`config.mk`:
```
export PLATFORM = sky130hd
export DESIGN_NAME = lightweight_cipher_key_schedule_flat
export DESIGN_NICKNAME = d
export VERILOG_FILES = /design/src/lcks_pkg.sv /design/src/lcks_if.sv /design/src/lcks_round.sv /design/src/lightweight_cipher_key_schedule.sv /design/src/flat_wrapper.sv
export SDC_FILE = /design/constraint.sdc
export NUM_CORES = 1
export LEC_CHECK = 0
export ABC_AREA = 1
export BUFFER_PORTS_ARGS = -buffer_cell sky130_fd_sc_hd__buf_2
export CAP_MARGIN = 20
export CORE_MARGIN = 2
export CORE_UTILIZATION = 35
export DETAILED_ROUTE_END_ITERATION = 12
export PLACE_DENSITY = 0.58
export SYNTH_ARGS = -nofsm -noshare
export SYNTH_HDL_FRONTEND = slang
export SYNTH_SLANG_ARGS = --single-unit
export TNS_END_PERCENT = 5
```
`constraint.sdc`:
```
create_clock -name i_clk -period 2 [get_ports i_clk]
set_input_delay 0.4 -clock i_clk [delete_from_list [all_inputs] [get_ports i_clk]]
set_output_delay 0.4 -clock i_clk [all_outputs]
set_load 0.005 [all_outputs]
```
`src/lcks_pkg.sv`:
```
// Package for the lightweight cipher key schedule.
// Holds the key-half widths, the key-half pair type and the 4-bit S-box.
// No dependencies.
`default_nettype none

package lcks_pkg;

    localparam int HALF_W = 40;
    localparam int NIB_W  = 4;
    localparam int APB_DW = 64;
    localparam int APB_AW = 4;

    // Register offsets on the configuration port (8-byte stride).
    localparam logic REG_KEY_FIRST  = 1'b0;
    localparam logic REG_KEY_SECOND = 1'b1;

    typedef logic [HALF_W-1:0] t_half;
    typedef logic [NIB_W-1:0]  t_nib;

    typedef struct packed {
        t_half first_half;
        t_half second_half;
    } t_halves;

    localparam t_nib SBOX [16] = '{
        4'd0, 4'd8, 4'd6, 4'd13, 4'd5, 4'd15, 4'd7, 4'd12,
        4'd4, 4'd14, 4'd2, 4'd3, 4'd9, 4'd1, 4'd11, 4'd10
    };

    // Reverses the order of the four nibble bits.
    function automatic t_nib rev4(input t_nib v);
        return {v[0], v[1], v[2], v[3]};
    endfunction

endpackage

`default_nettype wire

```
`src/lcks_if.sv`:
```
// Handshake channel interfaces for the key schedule: round request and key result.
// Depends on lcks_pkg for the key-half width.
`default_nettype none

interface lcks_req_if;
    logic valid;
    logic ready;
    logic restart;

    modport source (output valid, output restart, input ready);
    modport sink   (input valid, input restart, output ready);
endinterface

interface lcks_rsp_if;
    logic                 valid;
    logic                 ready;
    lcks_pkg::t_half      first_half_out;
    lcks_pkg::t_half      second_half_out;

    modport source (output valid, output first_half_out, output second_half_out, input ready);
    modport sink   (input valid, input first_half_out, input second_half_out, output ready);
endinterface

`default_nettype wire

```
`src/lcks_round.sv`:
```
// One key schedule round: nibble mix through the S-box and a 4-bit shift of both halves.
// Depends on lcks_pkg.
`default_nettype none

module lcks_round (
    input  lcks_pkg::t_halves i_cur,
    output lcks_pkg::t_halves o_nxt
);

    lcks_pkg::t_nib w_f;
    lcks_pkg::t_nib w_s;
    lcks_pkg::t_nib w_x;
    lcks_pkg::t_nib w_y;
    lcks_pkg::t_nib w_g;

    always_comb begin
        w_f = i_cur.first_half[lcks_pkg::HALF_W-1 -: lcks_pkg::NIB_W];
        w_s = i_cur.second_half[lcks_pkg::HALF_W-1 -: lcks_pkg::NIB_W];
        // Rotate right by two, then mix in the first-half nibble.
        w_x = {w_s[1:0], w_s[3:2]} ^ w_f;
        // The S-box is indexed with the nibble bits in reversed order.
        w_y = lcks_pkg::rev4(lcks_pkg::SBOX[lcks_pkg::rev4(w_x)]);
        // Rotate right by three.
        w_g = {w_f[2:0], w_f[3]} ^ w_y;

        o_nxt.first_half  = {i_cur.first_half[lcks_pkg::HALF_W-lcks_pkg::NIB_W-1:0], w_g};
        o_nxt.second_half = {i_cur.second_half[lcks_pkg::HALF_W-lcks_pkg::NIB_W-1:0], w_y};
    end

endmodule

`default_nettype wire

```
`src/lightweight_cipher_key_schedule.sv`:
```
// Top level of the 80-bit key schedule round engine: key registers, state and handshakes.
// Depends on lcks_pkg, lcks_if.sv and lcks_round.
`default_nettype none

// Channel   Direction  Handshake        Payload
// i_req     in         valid / ready    restart (1)
// o_rsp     out        valid / ready    first_half_out (40), second_half_out (40)
// APB       in         psel / penable   key_first_half @ 0x0, key_second_half @ 0x8
//
// Each accepted request advances the schedule by exactly one round, and the
// result is registered, so it appears in the cycle after the request is taken.
// A new request is taken every cycle as long as the result register is empty
// or its content is being taken in the same cycle; the single round is short
// enough to sit between the state register and that result register.
// The synchronous active-low reset clears the key registers, the running
// halves, the started flag and the result valid flag.
// When the result side stalls, ready drops and the held result stays put.

module lightweight_cipher_key_schedule (
    input  wire logic                      i_clk,
    input  wire logic                      i_rst_n,
    lcks_req_if.sink                       i_req,
    lcks_rsp_if.source                     o_rsp,
    input  wire logic                      psel,
    input  wire logic                      penable,
    input  wire logic                      pwrite,
    input  wire logic [lcks_pkg::APB_AW-1:0] paddr,
    input  wire logic [lcks_pkg::APB_DW-1:0] pwdata,
    output logic      [lcks_pkg::APB_DW-1:0] prdata,
    output logic                           pready
);

    // Key registers written through the configuration port.
    lcks_pkg::t_half   r_key_first;
    lcks_pkg::t_half   r_key_second;

    // Running key halves; they double as the result register.
    lcks_pkg::t_halves r_halves;
    lcks_pkg::t_halves n_halves;
    logic              r_started;
    logic              r_rsp_valid;

    lcks_pkg::t_halves w_round_in;
    logic              w_req_take;
    logic              w_cfg_wr;
    logic              w_reg_sel;

    // Configuration port. Only paddr[3] is decoded, so every write lands on
    // one of the two key registers; the low address bits alias.
    assign pready    = 1'b1;
    assign w_reg_sel = paddr[3];
    assign w_cfg_wr  = psel && penable && pwrite && pready;

    always_comb begin
        prdata = '0;
        case (w_reg_sel)
            lcks_pkg::REG_KEY_FIRST:  prdata[lcks_pkg::HALF_W-1:0] = r_key_first;
            lcks_pkg::REG_KEY_SECOND: prdata[lcks_pkg::HALF_W-1:0] = r_key_second;
            default:                  prdata = '0;
        endcase
    end

    // The request side is open whenever the result register is free or is
    // being emptied in this very cycle.
    assign i_req.ready = !r_rsp_valid || o_rsp.ready;
    assign w_req_take  = i_req.valid && i_req.ready;

    // The first round after reset, and any round that asks for a restart,
    // starts from the key registers instead of the running halves.
    always_comb begin
        if (!r_started || i_req.restart) begin
            w_round_in.first_half  = r_key_first;
            w_round_in.second_half = r_key_second;
        end else begin
            w_round_in = r_halves;
        end
    end

    lcks_round u_round (
        .i_cur (w_round_in),
        .o_nxt (n_halves)
    );

    always_ff @(posedge i_clk) begin
        if (!i_rst_n) begin
            r_key_first  <= '0;
            r_key_second <= '0;
            r_halves     <= '0;
            r_started    <= 1'b0;
            r_rsp_valid  <= 1'b0;
        end else begin
            if (w_cfg_wr) begin
                case (w_reg_sel)
                    lcks_pkg::REG_KEY_FIRST:  r_key_first  <= pwdata[lcks_pkg::HALF_W-1:0];
                    lcks_pkg::REG_KEY_SECOND: r_key_second <= pwdata[lcks_pkg::HALF_W-1:0];
                    default:                  r_key_first  <= r_key_first;
                endcase
            end
            if (w_req_take) begin
                r_halves    <= n_halves;
                r_started   <= 1'b1;
                r_rsp_valid <= 1'b1;
            end else if (o_rsp.ready) begin
                r_rsp_valid <= 1'b0;
            end
        end
    end

    assign o_rsp.valid           = r_rsp_valid;
    assign o_rsp.first_half_out  = r_halves.first_half;
    assign o_rsp.second_half_out = r_halves.second_half;

endmodule

`default_nettype wire
```
`src/flat_wrapper.sv`:
```
// flat-port wrapper written by rule: the top's interface ports become plain ports
module lightweight_cipher_key_schedule_flat 
  (i_clk, i_rst_n, psel, penable, pwrite, paddr, pwdata, prdata, pready, i_req_valid, i_req_restart, i_req_ready, o_rsp_valid, o_rsp_first_half_out, o_rsp_second_half_out, o_rsp_ready);
  lcks_req_if i_req_i ();
  lcks_rsp_if o_rsp_i ();
  input  wire logic i_clk;
  input  wire logic i_rst_n;
  input  wire logic psel;
  input  wire logic penable;
  input  wire logic pwrite;
  input  wire logic [lcks_pkg::APB_AW-1:0] paddr;
  input  wire logic [lcks_pkg::APB_DW-1:0] pwdata;
  output logic      [lcks_pkg::APB_DW-1:0] prdata;
  output logic pready;
  input wire logic [$bits(i_req_i.valid)-1:0] i_req_valid;
  input wire logic [$bits(i_req_i.restart)-1:0] i_req_restart;
  output wire logic [$bits(i_req_i.ready)-1:0] i_req_ready;
  output wire logic [$bits(o_rsp_i.valid)-1:0] o_rsp_valid;
  output wire logic [$bits(o_rsp_i.first_half_out)-1:0] o_rsp_first_half_out;
  output wire logic [$bits(o_rsp_i.second_half_out)-1:0] o_rsp_second_half_out;
  input wire logic [$bits(o_rsp_i.ready)-1:0] o_rsp_ready;
  assign i_req_i.valid = i_req_valid;
  assign i_req_i.restart = i_req_restart;
  assign i_req_ready = i_req_i.ready;
  assign o_rsp_valid = o_rsp_i.valid;
  assign o_rsp_first_half_out = o_rsp_i.first_half_out;
  assign o_rsp_second_half_out = o_rsp_i.second_half_out;
  assign o_rsp_i.ready = o_rsp_ready;
  lightweight_cipher_key_schedule u_core (.i_clk(i_clk), .i_rst_n(i_rst_n), .i_req(i_req_i), .o_rsp(o_rsp_i), .psel(psel), .penable(penable), .pwrite(pwrite), .paddr(paddr), .pwdata(pwdata), .prdata(prdata), .pready(pready));
endmodule
```
* After elaboration in Yosys (flattened, before gate mapping) *
Memory sizes are Yosys's and may differ from the RTL's.
Index checks and enable logic that the tools add are counted.

word-level totals
  output and inout port bits = 147
  bits in latches = 0
  RAM bits = 0
  memories = 1
  input port bits = 76
  bits in registers = 162
  memory bits (read-only) = 64

memories
  memory           depth  bits a word  read ports  clocked after Yosys merged registers in  write ports  RTL line          RTL
  (no name shown)  16     4            1           0                                        0            lcks_round.sv:22  w_y = lcks_pkg::rev4(lcks_pkg::SBOX[lcks_pkg::rev4(w_x)]);

operators by class
  $lt $le $gt $ge = 1
  reductions and logical operators = 10
  eq/ne operators = 0
  $add $sub $neg = 0
  bitwise logic cells = 4
  shifts and indexed selects = 0
  multiply operators = 0
  mux-type cells = 6
  divide/modulo/power cells = 0

operators by type and width
  cell                                         number
  80-bit two-way mux                           1
  40-bit one-hot mux with 2 select lines       1
  4-bit two-way mux                            2
  4-bit XOR                                    2
  5-bit >= comparator (second input constant)  1
  4-bit inverter with 5-bit output             1
  2-bit AND reduction                          2
  1-bit logical AND                            3
  1-bit zero test                              2
  1-bit logical OR                             2
  1-bit two-way mux                            2
  2-bit nonzero test                           1
  1-bit inverter                               1

* Depth between registers and ports, before layout *
Gate-level depths: netlist of run 1.

  word-level depth = 9
  depth in mapped cells = 16

* Cells and area by module *
From an unflattened synthesis of run 1, not the netlist that was laid out.

unflattened totals
  cell total of the unflattened synthesis = 1339
  area, all modules = 8829.7 µm²

modules (own cells, without submodules)
  module                           times used  cells an instance  area an instance (µm²)
  lightweight_cipher_key_schedule  1           1212               8025.2
  lcks_round                       1           127                804.5

* Worst setup path before layout of run 1 *
No wires, ideal clock.

  path kind = reg2reg
  start point = register u_core.r_started
  end point = register u_core.r_halves, in the netlist u_core.o_rsp.first_half_out[2]
  data required time = 1.891 ns
  arrival time = 1.722 ns
  cell stages (with the launch flop) = 13
  path buffers = 0
  period minus slack after synthesis = 1.831 ns
  setup slack = 0.169 ns
  path through = dfxtp_1 inv_2 nor2_4 nand2_1 and2_1 xnor2_2 ha_1 nand3_1 nand3_1 nand3_1 nand3_1 nand2_1 inv_1

on the way
  longest elaborated chain between the ends = 9

RTL lines
  what                                                    RTL line                                RTL
  start, declared                                         lightweight_cipher_key_schedule.sv:40   logic r_started;
  start signal, assigned                                  lightweight_cipher_key_schedule.sv:89   r_started <= 1'b0;
  start signal, assigned                                  lightweight_cipher_key_schedule.sv:101  r_started <= 1'b1;
  1-bit zero test (*)                                     lightweight_cipher_key_schedule.sv:71   if (!r_started || i_req.restart) begin
  1-bit logical OR (*)                                    lightweight_cipher_key_schedule.sv:71
  80-bit two-way mux (*)                                  lightweight_cipher_key_schedule.sv:71
  4-bit XOR                                               lcks_round.sv:20                        w_x = {w_s[1:0], w_s[3:2]} ^ w_f;
  4-bit inverter with 5-bit output (not written as such)  lcks_round.sv:22
  memory read 16 x 4 bit                                  --
  4-bit two-way mux (not written as such) (2 in series)   lcks_round.sv:22
  4-bit XOR (*)                                           lcks_round.sv:24                        w_g = {w_f[2:0], w_f[3]} ^ w_y;
  end signal, assigned                                    lightweight_cipher_key_schedule.sv:100  r_halves <= n_halves;
  end, declared                                           lightweight_cipher_key_schedule.sv:38   lcks_pkg::t_halves r_halves;

Every way passes the cells marked *; elsewhere a longest branch is shown, timed or not. The select of a mux whose other input is x is not followed.
A chain may end at the register's enable or synchronous reset.

* Worst setup path in the final report of run 1 *
Same ends and word-level chain as after synthesis.

==> results of run 1 <==
layout make-up:
type	count	area (µm²)	share of cell area, %
Sequential cell	162	3240	35.7
Clock buffer	21	460	5.07
Timing Repair Buffer	205	1230	13.5
Tap cell	270	338	3.72
Inverter	33	124	1.36
Multi-Input combinational cell	768	3510	38.6
Clock inverter	11	178	1.96
per-layer routing:
metal  share of wire (%)  GRT usage [%]
met5                   0              0
met4                0.76           4.57
met3                 8.0           4.14
met2                  44           33.1
met1                  47           33.0
final timing paths:
kind	to	slack [ns]	cells past startpoint
worst min-delay path	u_core.r_key_second[19]$_SDFFE_PN0P_	0.22	3
worst max register to register	u_core.o_rsp.first_half_out[2]$_SDFFE_PN0P_	0.23	13
worst max-delay path	u_core.o_rsp.first_half_out[2]$_SDFFE_PN0P_	0.23	13
worst min register to register	u_core.r_key_first[23]$_SDFFE_PN0P_	0.47	2
through the flow:
| stage | total power [µW] | instance area (µm²) | utilization, % |
|---|---|---|---|
| after global routing | 8500 | 9080 | 44.7 |
| after global placement | 4650 | 8440 | 41.6 |
| final | 8130 | 9080 | 44.7 |
| after CTS | 8190 | 9080 | 44.7 |
| after floorplan | 4200 | 7370 | - |
| after detailed placement | 4660 | 8440 | 41.6 |
state kept, by name (all words and copies together), names as in the netlist:
register and cells:
u_core.r_key_second 40, u_core.o_rsp.valid 1, u_core.r_key_first 40, u_core.r_started 1, u_core.o_rsp.first_half_out 40, u_core.o_rsp.second_half_out 40
critical path: stages, from the launching register on:
cell and delay (ns):
dfxtp_2 0.36, nand2_2 0.12, buf_12 0.17, nand2_1 0.06, nand2_1 0.06, nand2_1 0.07, nand2_2 0.08, ha_1 0.29
nand3_1 0.09, nand3_1 0.10, nand3_1 0.09, nand3_1 0.07, nand2_1 0.07, inv_1 0.03
synth_stat cells, types with 5 or more instances:
cell      count
inv_2         5
o21ai_0     156
a21oi_1     152
buf_2         8
ha_1          6
nor2_1      150
nand3_1      12
dfxtp_1     162
a221oi_1      5
clkbuf_1     60
nand2_1     226
buf_4        25
nand2_2      14
inv_1        25
power groups by stage:
stage	logic, µW	clock network, µW	registers, µW
finish	1020	3540	3570
global route	1150	3750	3590
CTS	1020	3600	3570
detailed placement	1020	0	3640
global placement	1010	0	3640
floorplan	610	0	3590
cell families after synthesis:
logic type,Yosys count
other,2
xor gates and xnor gates,3
adders and majority gates,6
buffers and inverters,132
DFF,162
AOI/OAI and AO/OA,323
and+or+nand+nor,411
timing repair:
action,CTS,global route
setup endpoints to repair,0,2
buffers inserted,0,0
gates resized for setup,0,1
layout by cell type (no fill, tap or decap), types with 3 or more instances in the layout:
| cell type | instances |
|---|---|
| a21oi_1 | 152 |
| a221oi_1 | 5 |
| buf_12 | 9 |
| buf_2 | 169 |
| buf_4 | 27 |
| bufinv_16 | 4 |
| clkbuf_16 | 17 |
| clkinv_4 | 3 |
| clkinvlp_4 | 3 |
| conb_1 | 25 |
| dfxtp_1 | 161 |
| ha_1 | 6 |
| inv_1 | 25 |
| inv_2 | 6 |
| nand2_1 | 225 |
| nand2_2 | 15 |
| nand3_1 | 12 |
| nand3_2 | 3 |
| nor2_1 | 148 |
| nor2_2 | 4 |
| o21ai_0 | 156 |
| o21ai_1 | 3 |
| o21ai_2 | 3 |
==> results.tsv, run 1 <==
metric	value	unit
outcome	finished clean	
Yosys warning total	0	
fin crit share	88.5	%
RSZ-0062 raised after global routing	false	
clk slew on worst S/H paths	0.06	ns
# setup viols final	0	
DRC Markers	0	
Die Span Y	148	µm
crit path max fanout	14	
Synth Area in Compound Gates	22.8	%
share of the synthesized area in the top cell type	44.5	%
Comb power frac	12.5	%
Final min period	1.77	ns
mux contribution to synthesized area	0	%
clk_lat worst skew	0.42	ns
worst clock skew	0.00773	ns
Leak	0.00428	µW
syn avg cell area	7.01	µm²
Final GP Congestion	0.844	
Sw Pwr	2160	µW
cts hold-fix bufs	0	
Final Hold Viols	0	
worst hold slack	0.218	ns
Non-Filler Instances	1470	
CP Launch Type	register	
clock share of power	43.5	%
post-synth top area cell	dfxtp_1	
Max-Cap Viols	0	
top cells by area, synth	dfxtp_1 (45%), nand2_1 (12%), o21ai_0 (11%)	
Fill cells	2110	
root buf cell	clkbuf_16	
Crit Path Class	register to register	
post-route ant nets	0	
fmax	0.565	GHz
cell area after synthesis	0.00728	mm²
GR Util All Layers	22.1	%
Worst Path Required	2.32	ns
CTS Sinks	162	
IO buf count	170	
Final Max Slew Viols	0	
dpl ws	-0.00728	ns
first-pass GRT wire length	38.5	mm
peak supply drop	0.560	mV
EDFF count, synth	0	
largest family of logic cells by synthesized area	compound AO/OA/AOI/OAI gates	
hpwl dp	16.3	mm
XOR/XNOR Fraction of Synth Area	0.464	%
sequential area share after synthesis	44.5	%
share of cells above drive strength 1	22.7	%
Ant. Diodes	0	
vias in the first global route	7039	
Starting Density	35.9	%
Primary FF master, synth	dfxtp_1	
worst r2r src	u_core.r_started$_SDFFE_PN0P_	
IO Count	223	
Via density	5.09	
Post-Synth Simple-Gate Area	22.5	%
Yosys cell types	32	
pwr dens	895	mW/mm²
cells after synthesis	1039	
CTS tree	yes	
Placed Instances	1438	
Initial DRT Pass Iterations	5	
Syn-to-layout area delta	24.7	%
Internal	5970	µW
post-synthesis register bit count	162	
initial drt markers	562	
Setup TNS	0	ns
sw frac	26.6	%
largest net degree at the start of global routing	80	
CP Capture Type	register	
CTS buffer count	17	
gr ovfl total	0	
routed len/inst	16.5	µm
asr flop ratio synth	0	%
Hold Path Origin	pwdata[19]	
# rows	52	
Hold Path Class	primary input to register	
nets	1269	
Setup crit start	u_core.r_started$_SDFFE_PN0P_	
initial antenna violation count	0	
fin worst setup slack	0.230	ns
Die ar.	0.0220	mm²
Worst EP arrival	2.09	ns
width of the chip	148	µm
Core Region	0.0203	mm²
H-tree level count	4	
sequential share of power	44.0	%
adder-cell share of the synthesized area	1.03	%
CTS max path bufs	2	
Routed WL	24.3	mm
via count	7489	
Note: power is estimated with default switching activity, not from simulation.
==> inputs of run 2 (changes only) <==
--- a/config.mk
+++ b/config.mk
@@ -6,7 +6,7 @@
 export NUM_CORES = 1
 export LEC_CHECK = 0
 export ABC_AREA = 1
-export BUFFER_PORTS_ARGS = -buffer_cell sky130_fd_sc_hd__buf_2
+export BUFFER_PORTS_ARGS = -buffer_cell sky130_fd_sc_hd__buf_4
 export CAP_MARGIN = 20
 export CORE_MARGIN = 2
 export CORE_UTILIZATION = 35
==> run 2 against run 1 <==
  * Critical path depth up 1
  * Hold slack lost 0.020 ns
  * Via count shrank 2.0%
  * Clock power fell by 9.0%
  * Largest cell class unchanged
  * Setup slack lost 0.011 ns
  * Count of clock-buffer cells in the layout is 1 lower
  * Final cell count about the same
  * Sequential cell count stayed put
  * Fmax decreased by 0.61%
  * Highest routed layer unchanged
  * Combinational power rose by 9.8%
  * Critical path type unchanged
==> results.tsv, run 2 (synthesis results as in run 1) <==
metric	value	unit
outcome	finished clean	
Setup crit start	u_core.r_started$_SDFFE_PN0P_	
width of the chip	148	µm
gr ovfl total	0	
dpl ws	-0.000815	ns
Die ar.	0.0220	mm²
CTS tree	yes	
Worst EP arrival	2.11	ns
CTS Sinks	162	
Fill cells	2123	
routed len/inst	16.6	µm
CTS buffer count	17	
first-pass GRT wire length	37.6	mm
Die Span Y	148	µm
delay-heaviest family, CP	simple AND/OR/NAND/NOR gates	
H-tree level count	4	
CP Launch Type	register	
CP Cell Sequence	inv_2, nor2_4, buf_4, nand2_1, nand2_1, nand2_1, nand2_2, ha_1, nand3_1, nand3_1, nand3_1, nand3_1, nand2_1, inv_1	
Crit-path slowest cell	dfxtp_2	
Leak	0.00429	µW
slowest stage delay, CP	0.37	ns
flop2flop setup slack	0.22	ns
worst hold endpoint	u_core.r_key_first[30]$_SDFFE_PN0P_	
worst clock skew	0.0172	ns
Final min period	1.78	ns
Crit Path Class	register to register	
peak supply drop	0.500	mV
most common cell after layout, fill and taps aside	nand2_1	
Via density	4.99	
GR Util All Layers	21.8	%
crit path max fanout	7	
root buf cell	clkbuf_16	
RSZ-0062 raised after global routing	false	
Worst Path Required	2.32	ns
# setup viols final	0	
Core Region	0.0203	mm²
nets	1268	
Final Hold Viols	0	
clk slew on worst S/H paths	0.08	ns
worst r2r src	u_core.r_started$_SDFFE_PN0P_	
fin worst setup slack	0.219	ns
CTS max path bufs	2	
Syn-to-layout area delta	29.0	%
most frequent cells in the layout	nand2_1 (225), buf_4 (199), dfxtp_1 (161)	
clk_lat worst skew	0.43	ns
post-route core utilization	46.3	%
Worst Hold Depth	3	
post-route ant nets	0	
Final GP Congestion	0.820	
Final Max Slew Viols	0	
Rel. slew slack	59.7	%
Hold Path Class	primary input to register	
Initial DRT Pass Iterations	5	
Starting Density	35.9	%
pwr dens	843	mW/mm²
vias in the first global route	6835	
Max-Cap Viols	0	
via count	7336	
CP Capture Type	register	
# rows	52	
Worst Path Buf+Inv	3	
Routed WL	24.4	mm
DRC Markers	0	
share of cells above drive strength 1	22.7	%
Ant. Diodes	0	
hpwl dp	16.2	mm
Hold Path Origin	pwdata[30]	
initial drt markers	503	
largest net degree at the start of global routing	56	
post-CTS setup buffers	0	
IO Count	223	
fmax	0.562	GHz
reg2reg end	u_core.o_rsp.first_half_out[2]$_SDFFE_PN0P_	
worst reg2reg path depth	14	
fin crit share	89.0	%
IO buf count	170	
initial antenna violation count	0	
Tightest Pin Transition	0.604	ns
-- run 2: cell count changes in the layout (fill, tap and decap cells not counted), sizes merged --
cell    before  now
clkinv       5    6
clkbuf      21   20
bufinv       4    1
buf        205  204
inv         32   35
-- run 2: worst max path at each step --
| stage | slack (ns) | cells after the start | end |
|---|---|---|---|
| after floorplan | 0.17 | 12 | u_core.o_rsp.first_half_out[2]$_SDFFE_PN0P_ |
| after detailed placement | -0.0008 | 15 | u_core.o_rsp.first_half_out[2]$_SDFFE_PN0P_ |
| after global routing | 0.01 | 14 | u_core.o_rsp.first_half_out[2]$_SDFFE_PN0P_ |
| final | 0.22 | 14 | u_core.o_rsp.first_half_out[2]$_SDFFE_PN0P_ |
| after global placement | 0.01 | 15 | u_core.o_rsp.first_half_out[2]$_SDFFE_PN0P_ |
| after CTS | 0.18 | 13 | u_core.o_rsp.first_half_out[2]$_SDFFE_PN0P_ |
-- run 2: final cells by class --
type                            instances  area (µm²)  area share [%]
Tap cell                              270         338            3.60
Timing Repair Buffer                  204        1590            17.0
Sequential cell                       162        3240            34.5
Multi-Input combinational cell        768        3510            37.4
Clock buffer                           20         457            4.86
Inverter                               33         124            1.32
Clock inverter                         12         121            1.29
-- run 2: per-layer routing --
layer  track usage (%)  wire length, µm
met1              31.0            11400
met4              5.00              208
met2              33.2            10900
met5                 0                0
met3              5.71             1880
-- run 2: worst register-to-register path, delay by kind of cell (launching register included) --
kind / cells / cell delay, ns
adders and majority gates: 1 / 0.25
buffers and inverters: 3 / 0.25
DFF: 1 / 0.37
and+or+nand+nor: 10 / 0.81
-- run 2: report_power, final --
group / leakage, µW / internal [µW] / switching (µW)
Sequential: 0.00133 / 3410 / 168
Combinational: 0.00269 / 488 / 629
Clock: 0.000276 / 1800 / 1420
-- run 2: timing repair --
item,4_1_cts,5_1_grt
hold buffers,0,0
setup endpoints to repair,0,1
gates resized for setup,0,2
-- run 2: through the flow --
| step | total power [µW] | TNS, ns | hold WS, ns | area (µm²) | instances |
|---|---|---|---|---|---|
| floorplan | 4200 | 0 | 0.439 | 7370 | 1062 |
| global placement | 4750 | 0 | 0.454 | 8810 | 1437 |
| detailed placement | 4760 | -0.000815 | 0.457 | 8810 | 1437 |
| CTS | 7990 | 0 | 0.179 | 9390 | 1469 |
| global route | 8270 | 0 | 0.185 | 9390 | 1469 |
| finish | 7910 | 0 | 0.198 | 9390 | 1469 |
